$ cat config.mk
export PLATFORM = sky130hd
export DESIGN_NAME = serial_command_line_decoder
export DESIGN_NICKNAME = d
export VERILOG_FILES = /design/src/rtl/scld_pkg.sv /design/src/rtl/scld_line.sv /design/src/rtl/serial_command_line_decoder.sv
export SDC_FILE = /design/constraint.sdc
export NUM_CORES = 1
export LEC_CHECK = 0
export ABC_AREA = 1
export CORE_MARGIN = 2
export CORE_UTILIZATION = 40
export DETAILED_ROUTE_END_ITERATION = 6
export DONT_BUFFER_PORTS = 1
export GPL_ROUTABILITY_DRIVEN = 0
export HOLD_SLACK_MARGIN = 0.02
export SLEW_MARGIN = 20
export SYNTH_ARGS = -nofsm -noshare
export SYNTH_HDL_FRONTEND = slang
export SYNTH_SLANG_ARGS = --single-unit
$ cat constraint.sdc
create_clock -name i_clk -period 3.4 [get_ports i_clk]
set_clock_uncertainty 0.2 [all_clocks]
set_input_delay 0.17 -clock i_clk [delete_from_list [all_inputs] [get_ports i_clk]]
set_output_delay 0.17 -clock i_clk [all_outputs]
set_load 0.02 [all_outputs]
$ cat src/rtl/scld_pkg.sv
package scld_pkg;

    localparam int LINE_DEPTH = 20;
    localparam int KEY_MAX    = 6;
    localparam int NUM_KEYS   = 13;
    localparam int LEN_W      = $clog2(LINE_DEPTH + 1);
    localparam int KIDX_W     = $clog2(KEY_MAX);
    localparam int CODE_W     = 4;

    localparam logic [7:0] BYTE_NUL = 8'd0;
    localparam logic [7:0] BYTE_BS  = 8'd8;
    localparam logic [7:0] BYTE_LF  = 8'd10;
    localparam logic [7:0] BYTE_CR  = 8'd13;
    localparam logic [7:0] BYTE_DEL = 8'd127;

    localparam logic KIND_ECHO     = 1'b0;
    localparam logic KIND_DECISION = 1'b1;

    localparam logic [CODE_W-1:0] CODE_INVALID = '0;

    typedef logic [7:0] t_line [KEY_MAX];

    typedef enum logic [1:0] {
        PH_IDLE,
        PH_LF,
        PH_DECIDE
    } t_phase;

    typedef struct packed {
        logic       append;
        logic       remove;
        logic       clear;
        logic [7:0] data;
    } t_line_cmd;

    typedef struct packed {
        logic              empty;
        logic              full;
        logic [CODE_W-1:0] code;
    } t_line_stat;

    localparam logic [LEN_W-1:0] KEY_LEN [NUM_KEYS] = '{
        LEN_W'(5), LEN_W'(6), LEN_W'(5), LEN_W'(5), LEN_W'(5), LEN_W'(5), LEN_W'(4),
        LEN_W'(5), LEN_W'(5), LEN_W'(5), LEN_W'(5), LEN_W'(5), LEN_W'(5)
    };

    localparam logic [7:0] KEY_TEXT [NUM_KEYS][KEY_MAX] = '{
        '{"F", "A", "N", "O", "N", 8'h00},
        '{"F", "A", "N", "O", "F", "F"},
        '{"F", "A", "N", "2", "0", 8'h00},
        '{"F", "A", "N", "8", "0", 8'h00},
        '{"P", "I", "D", "3", "0", 8'h00},
        '{"P", "I", "D", "6", "0", 8'h00},
        '{"P", "I", "D", "5", 8'h00, 8'h00},
        '{"P", "I", "D", "5", "0", 8'h00},
        '{"P", "I", "D", "8", "0", 8'h00},
        '{"P", "I", "D", "7", "5", 8'h00},
        '{"P", "I", "D", "8", "4", 8'h00},
        '{"P", "I", "D", "9", "0", 8'h00},
        '{"P", "I", "D", "9", "4", 8'h00}
    };

    // exact whole-line match against the keyword table, first hit wins
    function automatic logic [CODE_W-1:0] match_line(input t_line line,
                                                     input logic [LEN_W-1:0] len);
        logic [CODE_W-1:0] code;
        logic              hit;
        code = CODE_INVALID;
        for (int k = 0; k < NUM_KEYS; k++) begin
            hit = (len == KEY_LEN[k]);
            for (int i = 0; i < KEY_MAX; i++) begin
                if ((LEN_W'(i) < KEY_LEN[k]) && (line[i] != KEY_TEXT[k][i])) begin
                    hit = 1'b0;
                end
            end
            if (hit && (code == CODE_INVALID)) begin
                code = CODE_W'(k + 1);
            end
        end
        return code;
    endfunction

endpackage

$ cat src/rtl/scld_line.sv
module scld_line
    import scld_pkg::*;
(
    input  logic       i_clk,
    input  logic       i_rst_n,
    input  t_line_cmd  i_cmd,
    output t_line_stat o_stat
);

    logic [LEN_W-1:0] r_len;
    logic [LEN_W-1:0] n_len;
    // only the leading characters can take part in a match, so only they are kept
    t_line            r_store;

    always_comb begin
        n_len = r_len;
        if (i_cmd.clear) begin
            n_len = '0;
        end else if (i_cmd.remove && (r_len != '0)) begin
            n_len = r_len - LEN_W'(1);
        end else if (i_cmd.append && (r_len != LEN_W'(LINE_DEPTH))) begin
            n_len = r_len + LEN_W'(1);
        end
    end

    always_ff @(posedge i_clk) begin
        if (!i_rst_n) begin
            r_len <= '0;
        end else begin
            r_len <= n_len;
        end
    end

    always_ff @(posedge i_clk) begin
        if (i_cmd.append && !i_cmd.clear && !i_cmd.remove
            && (r_len < LEN_W'(KEY_MAX))) begin
            r_store[r_len[KIDX_W-1:0]] <= i_cmd.data;
        end
    end

    assign o_stat.empty = (r_len == '0);
    assign o_stat.full  = (r_len == LEN_W'(LINE_DEPTH));
    assign o_stat.code  = match_line(r_store, r_len);

endmodule

$ cat src/rtl/serial_command_line_decoder.sv
// a byte is held in the input register, its result then in the result register
// throughput: one byte per cycle while results are taken; a carriage return holds
//   the result register (CR echo, LF echo, decision) before a new byte is taken
// the single result register sets the pace, one result per cycle unless stalled
// reset (synchronous, active low) empties the line and drops pending results
module serial_command_line_decoder
    import scld_pkg::*;
(
    input  logic              i_clk,
    input  logic              i_rst_n,
    input  logic              i_rx_valid,
    output logic              o_rx_ready,
    input  logic [7:0]        i_rx_byte,
    output logic              o_res_valid,
    input  logic              i_res_ready,
    output logic              o_kind,
    output logic [7:0]        o_echo_byte,
    output logic [CODE_W-1:0] o_command_code,
    output logic              o_last
);

    logic              r_in_vld;
    logic [7:0]        r_in_byte;
    t_phase            r_phase;
    t_phase            n_phase;
    logic [CODE_W-1:0] r_code;
    logic [CODE_W-1:0] n_code;
    logic              r_out_vld;
    logic              n_out_vld;
    logic              r_out_kind;
    logic              n_out_kind;
    logic [7:0]        r_out_echo;
    logic [7:0]        n_out_echo;
    logic [CODE_W-1:0] r_out_code;
    logic [CODE_W-1:0] n_out_code;
    logic              r_out_last;
    logic              n_out_last;

    logic              out_free;
    logic              consume;
    t_line_cmd         line_cmd;
    t_line_stat        line_stat;

    scld_line u_line (
        .i_clk   (i_clk),
        .i_rst_n (i_rst_n),
        .i_cmd   (line_cmd),
        .o_stat  (line_stat)
    );

    assign out_free   = !r_out_vld || i_res_ready;
    assign consume    = out_free && (r_phase == PH_IDLE) && r_in_vld;
    assign o_rx_ready = !r_in_vld || consume;

    always_ff @(posedge i_clk) begin
        if (!i_rst_n) begin
            r_in_vld <= 1'b0;
        end else if (o_rx_ready) begin
            r_in_vld <= i_rx_valid;
        end
    end

    always_ff @(posedge i_clk) begin
        if (o_rx_ready && i_rx_valid) begin
            r_in_byte <= i_rx_byte;
        end
    end

    // next phase of the carriage return sequence
    always_comb begin
        n_phase = r_phase;
        n_code  = r_code;
        if (out_free) begin
            case (r_phase)
                PH_LF:     n_phase = PH_DECIDE;
                PH_DECIDE: n_phase = PH_IDLE;
                PH_IDLE: begin
                    if (consume && (r_in_byte == BYTE_CR)) begin
                        n_phase = PH_LF;
                        n_code  = line_stat.code;
                    end
                end
                default:   n_phase = PH_IDLE;
            endcase
        end
    end

    // result register and line edits
    always_comb begin
        n_out_vld  = r_out_vld;
        n_out_kind = r_out_kind;
        n_out_echo = r_out_echo;
        n_out_code = r_out_code;
        n_out_last = r_out_last;
        line_cmd   = '0;
        line_cmd.data = r_in_byte;
        if (out_free) begin
            n_out_vld = 1'b0;
            case (r_phase)
                PH_LF: begin
                    n_out_vld  = 1'b1;
                    n_out_kind = KIND_ECHO;
                    n_out_echo = BYTE_LF;
                    n_out_code = CODE_INVALID;
                    n_out_last = 1'b0;
                end
                PH_DECIDE: begin
                    n_out_vld  = 1'b1;
                    n_out_kind = KIND_DECISION;
                    n_out_echo = BYTE_NUL;
                    n_out_code = r_code;
                    n_out_last = 1'b1;
                end
                PH_IDLE: begin
                    if (r_in_vld) begin
                        n_out_kind = KIND_ECHO;
                        n_out_echo = r_in_byte;
                        n_out_code = CODE_INVALID;
                        n_out_last = 1'b1;
                        if (r_in_byte == BYTE_CR) begin
                            n_out_vld      = 1'b1;
                            n_out_last     = 1'b0;
                            line_cmd.clear = 1'b1;
                        end else if ((r_in_byte == BYTE_NUL) || (r_in_byte == BYTE_BS)) begin
                            n_out_vld = 1'b0;
                        end else if (r_in_byte == BYTE_DEL) begin
                            n_out_vld       = !line_stat.empty;
                            line_cmd.remove = !line_stat.empty;
                        end else begin
                            // full line drops the byte without echo
                            n_out_vld       = !line_stat.full;
                            line_cmd.append = !line_stat.full;
                        end
                    end
                end
                default: n_out_vld = 1'b0;
            endcase
        end
    end

    always_ff @(posedge i_clk) begin
        if (!i_rst_n) begin
            r_phase   <= PH_IDLE;
            r_out_vld <= 1'b0;
        end else begin
            r_phase   <= n_phase;
            r_out_vld <= n_out_vld;
        end
    end

    always_ff @(posedge i_clk) begin
        r_code     <= n_code;
        r_out_kind <= n_out_kind;
        r_out_echo <= n_out_echo;
        r_out_code <= n_out_code;
        r_out_last <= n_out_last;
    end

    assign o_res_valid    = r_out_vld;
    assign o_kind         = r_out_kind;
    assign o_echo_byte    = r_out_echo;
    assign o_command_code = r_out_code;
    assign o_last         = r_out_last;

    a_decision_last: assert property (@(posedge i_clk) disable iff (!i_rst_n)
        (r_out_vld && (r_out_kind == KIND_DECISION)) |-> r_out_last)
        else $error("decision result not marked last");

    a_pending_has_output: assert property (@(posedge i_clk) disable iff (!i_rst_n)
        (r_phase != PH_IDLE) |-> r_out_vld)
        else $error("pending line ending without a result on the output");

    a_cr_starts_sequence: assert property (@(posedge i_clk) disable iff (!i_rst_n)
        (consume && (r_in_byte == BYTE_CR)) |=>
            (r_phase == PH_LF) && r_out_vld && (r_out_echo == BYTE_CR) && !r_out_last)
        else $error("carriage return did not start the echo sequence");

    a_code_range: assert property (@(posedge i_clk) disable iff (!i_rst_n)
        (r_out_vld && (r_out_kind == KIND_DECISION)) |-> (r_out_code <= CODE_W'(NUM_KEYS)))
        else $error("command code out of range");

endmodule

# ---- Word level (Yosys, flattened, before mapping)
# Cells that the tools add are included.
dict set report totals {
  reg_bits 83
  inputBits 12
  output_inout_bits 16
  wordCells 186
}
dict set report op_classes {
  addsub 2
  n_lt_le_gt_ge 3
  eq_ne 32
  muxes 77
  bitwise 2
  reduce_logical 54
}
# operator n
set op_table {}
lappend op_table {{$ne 8x6->1 const B} 10}
lappend op_table {{$ne 8x7->1 const B} 10}
lappend op_table {{$bwmux 48} 1}
lappend op_table {{$logic_not 4->1} 12}
lappend op_table {{$mux 4} 12}
lappend op_table {{$mux 1} 47}
lappend op_table {{$demux 8 s3} 1}
lappend op_table {{$pmux 8 s3} 1}
lappend op_table {{$logic_and 1x1->1} 22}
lappend op_table {{$eq 8x4->1 const B} 2}
lappend op_table {{$mux 8} 2}
lappend op_table {{$eq 5x3->1 const B} 3}
lappend op_table {{$pmux 4 s3} 1}
lappend op_table {{$mux 5} 2}
lappend op_table {{$mux 3} 3}
lappend op_table {{$eq 8x7->1 const B} 1}
lappend op_table {{$logic_not 8->1} 1}
lappend op_table {{$logic_not 1->1} 6}
lappend op_table {{$mux 2} 3}
lappend op_table {{$pmux 1 s3} 2}
lappend op_table {{$reduce_and 3->1} 2}
lappend op_table {{$add 5x1->5 const B} 1}
lappend op_table {{$eq 5x5->1 const B} 1}
lappend op_table {{$logic_not 5->1} 1}
lappend op_table {{other kinds (20)} 23}

# ---- Depth between registers and ports, before layout
dict set report logic_depth {
  ltp_word 42
  ltp_mapped 15
  mapped_depth_nobuf 15
}

# ---- Cells and area by module
# From an unflattened synthesis, not the netlist that was laid out.
dict set report unflattened {
  cells_unflattened 417
  hier_area_um2 4028.9
}
# module n_inst cells_each area_per_inst_um2 seq_area_each_um2
set modules_own_cells {}
lappend modules_own_cells {scld_line 1 288 2668.8 1541.5}
lappend modules_own_cells {serial_command_line_decoder 1 129 1360.1 860.8}

# ---- Worst setup path before layout
# OpenSTA, ideal clock, no wires.
dict set report synth_path {
  kind {reg-to-reg}
  startpoint {register r_phase[0]}
  endpoint {register r_out_code[0] (netlist: o_command_code[0]) (enable)}
  setup_ns 0.407
  arrival_time_ns 2.006
  required_time_ns 2.793
  setup_slack_ns 0.787
  stages_incl_launch_ff 5
  path_buffers 1
  period_less_slack_ns 2.613
  cell_sequence {dfxtp_1 > inv_1 > ha_1 > clkbuf_1 > a211oi_1}
}
dict set report synth_via {
  elab_chain_len 3
  word_cells_on_any_way 6
  classes_between {eq/ne (3); reduce/logical (3)}
}
# item line
set synth_rtl {}
lappend synth_rtl {{start, declared} serial_command_line_decoder.sv:24} ;# t_phase r_phase;
lappend synth_rtl {{start signal, assigned} serial_command_line_decoder.sv:146} ;# r_phase <= n_phase;
lappend synth_rtl {{$eq 2x2->1 (tied with other cells)} serial_command_line_decoder.sv:99} ;# case (r_phase)
lappend synth_rtl {{$reduce_bool 3->1 (no source line) / $ne 2x2->1 (equally long branches)} --}
lappend synth_rtl {{$reduce_and 3->1 (no source line) *} --}
lappend synth_rtl {{end signal, assigned} serial_command_line_decoder.sv:155} ;# r_out_code <= n_out_code;
lappend synth_rtl {{end, declared} serial_command_line_decoder.sv:34} ;# logic [CODE_W-1:0] r_out_code;
# Mark *: on every way between the ends. The rest lies on a longest branch, timed or not.
# A chain may end at the register's enable or synchronous reset.

# ---- Final worst setup path
dict set report layout_path {
  startpoint {register r_phase[1]}
  endpoint {register u_line.r_len[4]}
}
dict set report layout_via {
  elab_chain_len 5
  word_cells_on_any_way 8
  classes_between {mux (3); reduce/logical (5)}
}
# item line
set layout_rtl {}
lappend layout_rtl {{$logic_not 2->1 *} serial_command_line_decoder.sv:99}
lappend layout_rtl {{$mux 3 *} serial_command_line_decoder.sv:99}
lappend layout_rtl {{$mux 3 *} serial_command_line_decoder.sv:97} ;# if (out_free) begin
lappend layout_rtl {{$logic_and 1x1->1 (on tied branches)} {scld_line.sv:19, scld_line.sv:21}}
lappend layout_rtl {{$mux 5 / $reduce_bool 2->1 (equally long branches)} --}
lappend layout_rtl {{end signal, assigned} scld_line.sv:30} ;# r_len <= n_len;
lappend layout_rtl {{end, declared} scld_line.sv:10} ;# logic [LEN_W-1:0] r_len;
# Marks and branches as above.

==> results_dict.tcl <==
set metrics [dict create \
    post_cts_buffers 0 \
    dp.final_hpwl_mm 5.60 \
    io_pins 28 \
    numClockSinks 83 \
    rsz0062_at_grt "no" \
    clock.fmax_mhz 336 \
    worst_r2r_path_depth 13 \
    final_area_um2 4480 \
    final_layout_size_suffix_gt1_frac 0.110 \
    track_usage 0.154 \
    slew_viol_final 0 \
    yosysSeqAreaShare 0.609 \
    place_ws_ps 465 \
    grt_max_degree 18 \
    wirelength_mm 7.55 \
    timing.rr.start "r_phase[1]" \
    wl_met2_mm 3.69 \
    timing.final.crit_period_ps 2970 \
    area_growth_pct 13.6 \
    worstPathCellList "inv_1, ha_1, inv_2, nor3_1, nand2_1, inv_1, nand2_1, fa_1, o21ai_0, nand2_1, o21ai_1, xor2_1, nor2_1" \
    yosys_warnings 0 \
    cts_tree "built" \
    cp.required_ps 3460 \
    post_dp_cell_area_um2 4140 \
    cp.arrival_ps 3030 \
    maxSlewHeadroom 0.545 \
    min_delay_path_depth 1 \
    met1_length_mm 3.45 \
    core_um2 9680 \
    r2r_slack_ps 430 \
    netlist_area_um2 3950 \
    antenna_cells 0 \
    finalHoldViolations 0 \
    fin_nets 462 \
    postSynthAreaPerCell_um2 9.49 \
    io_buffers 0 \
    power.density_nw_per_um2 470 \
    syn-num-nets 436 \
    status "completed" \
    gr-total-overflow 0 \
    synthArstFlopShare 0 \
    cp_slowest_cell "fa_1" \
    ant_nets 0 \
    clock_latency_ps 350 \
    ys_top_cells_by_count "87 x nand2_1, 79 x inv_1, 74 x edfxtp_1" \
    top_layer "met4" \
    clock-root-buffer "clkbuf_8" \
    irDropWorstVdd_mv 0.290 \
    tightest_slew_ps 680 \
    finalPower_w 0.00211 \
    min_period_over_period 0.875 \
    drt-wirelength-per-cell_um 13.0 \
    drt-initial-drc-count 165 \
    dieArea_um2 10700 \
    die_h_um 103 \
    hp-class "primary input to flip-flop" \
    drt_pass1_iterations 4 \
    clk_path_buf_depth 2 \
    remaining_drc_errors 0 \
    ys.flop_type "edfxtp_1" \
    critPathTopFamily "adder cells" \
    antenna_found_initial 0 \
    avgViaCountPerCell 4.56 \
    synth_edf_count 74 \
    cts_buffers 9 \
    vias 2646 \
    synth.most_common_cell "nand2_1" \
    final.setup.tns_ps 0 \
    cp-start-kind "flip-flop" \
    drv_cap 0 \
    crit_type "flip-flop to flip-flop" \
    cp_max_fo 12 \
    setup-violations-final 0 \
    crit_path_end_kind "flip-flop" \
    cts_max_level 3 \
    grt_pass1_vias 2591 \
    wl_met3_um 260 \
    cts_resized 0 \
    cp_common_cell "nand2_1" \
    hp-start "i_rx_byte[2]" \
    synth_top_area_cell "edfxtp_1" \
    syn_inst 416 \
    initial_core_util 0.407 \
    leakagePower_nw 1.84 \
    hold_path_end "r_in_byte[2]" \
    fp-row-count 36 \
    synthDistinctLibCells 29 \
    path_buf_inv 3 \
    ys_ff_latch 83 \
    ctsHoldBuffers 12 \
    yosys-top-cells-area "edfxtp_1 56%, nand2_1 8.3%, inv_1 7.5%" \
    r2r-end "u_line.r_len[4]" \
    hold_ws_ps 238 \
    setup_ws_ps 426 \
    crit_path_max_incr_delay_ps 480 \
    cts.clk_slew.worst_paths_ps 100 \
    grt_first_pass_wirelength_mm 12.1 \
    fillers 930 \
    yosysTopAreaCellShare 0.563 \
    die_w_um 103 \
]
[cell families after synthesis]
group	count (synthesis)	share of synthesized area
simple gates	214	0.244
compound gates	22	0.0311
fa+ha+maj	8	0.0273
buf+inv	86	0.0828
xor+xnor	3	0.00666
flops	83	0.609
[registers in the layout, summed over array words and instances, names as in the netlist]
register,count
r_phase,2
r_code,4
o_command_code,4
o_last,1
u_line.r_len,5
o_res_valid,1
r_in_byte,8
r_in_vld,1
o_echo_byte,8
o_kind,1
u_line.r_store,48
[cell type report]
type / instances / area (um2) / share of cell area
flip-flops and latches: 83 / 2400 / 0.536
multi-input cells: 247 / 1220 / 0.273
inverters: 84 / 315 / 0.0703
well taps: 133 / 166 / 0.0371
repair buffers: 17 / 158 / 0.0352
clock buffers: 9 / 124 / 0.0276
clock inverters: 7 / 95.1 / 0.0212
[metrics by stage]
stage	instances	utilization
after floorplan	416	-
after global placement	552	0.428
after detailed placement	552	0.428
after CTS	580	0.463
after global routing	580	0.463
final	580	0.463
[placed cells by master, fill, tap and decap left out, types with 8 or more instances in the layout]
| cell type | n |
|---|---|
| nand2_1 | 87 |
| inv_1 | 79 |
| edfxtp_1 | 74 |
| nor2_1 | 69 |
| nand3_1 | 14 |
| nor3_1 | 12 |
| dlygate4sd3_1 | 12 |
| a21oi_1 | 10 |
| clkbuf_8 | 9 |
| dfxtp_1 | 9 |
| nand4_1 | 8 |
[worst register-to-register path: cells and delay by family, from the launching register on]
family | cells | cell delay [ps]
buf+inv | 3 | 270
simple gates | 5 | 680
flops | 1 | 360
fa+ha+maj | 2 | 890
xor+xnor | 1 | 160
compound gates | 2 | 330
[layer usage]
layer	vias to the layer above	global-route usage
met5	-	0
met2	47	0.260
li1	1384	-
met3	12	0.0323
met1	1203	0.191
met4	0	0.0648
[report_power, final]
group	internal, W	switching, W
clock	0.000362	0.000389
sequential	0.00116	0.0000573
combinational	0.0000466	0.0000880
total	0.00157	0.000535
[worst max path at each step]
stage | startpoint | end | slack (ps) | cells past startpoint
detailed placement | r_phase[1] | u_line.r_len[4] | 460 | 13
CTS | r_phase[1] | u_line.r_len[4] | 440 | 13
global route | r_phase[1] | u_line.r_len[4] | 160 | 13
floorplan | r_phase[0] | o_command_code[0] | 790 | 4
finish | r_phase[1] | u_line.r_len[4] | 430 | 13
global placement | r_phase[0] | u_line.r_len[4] | 570 | 13
(Power assumes the default switching activity.)
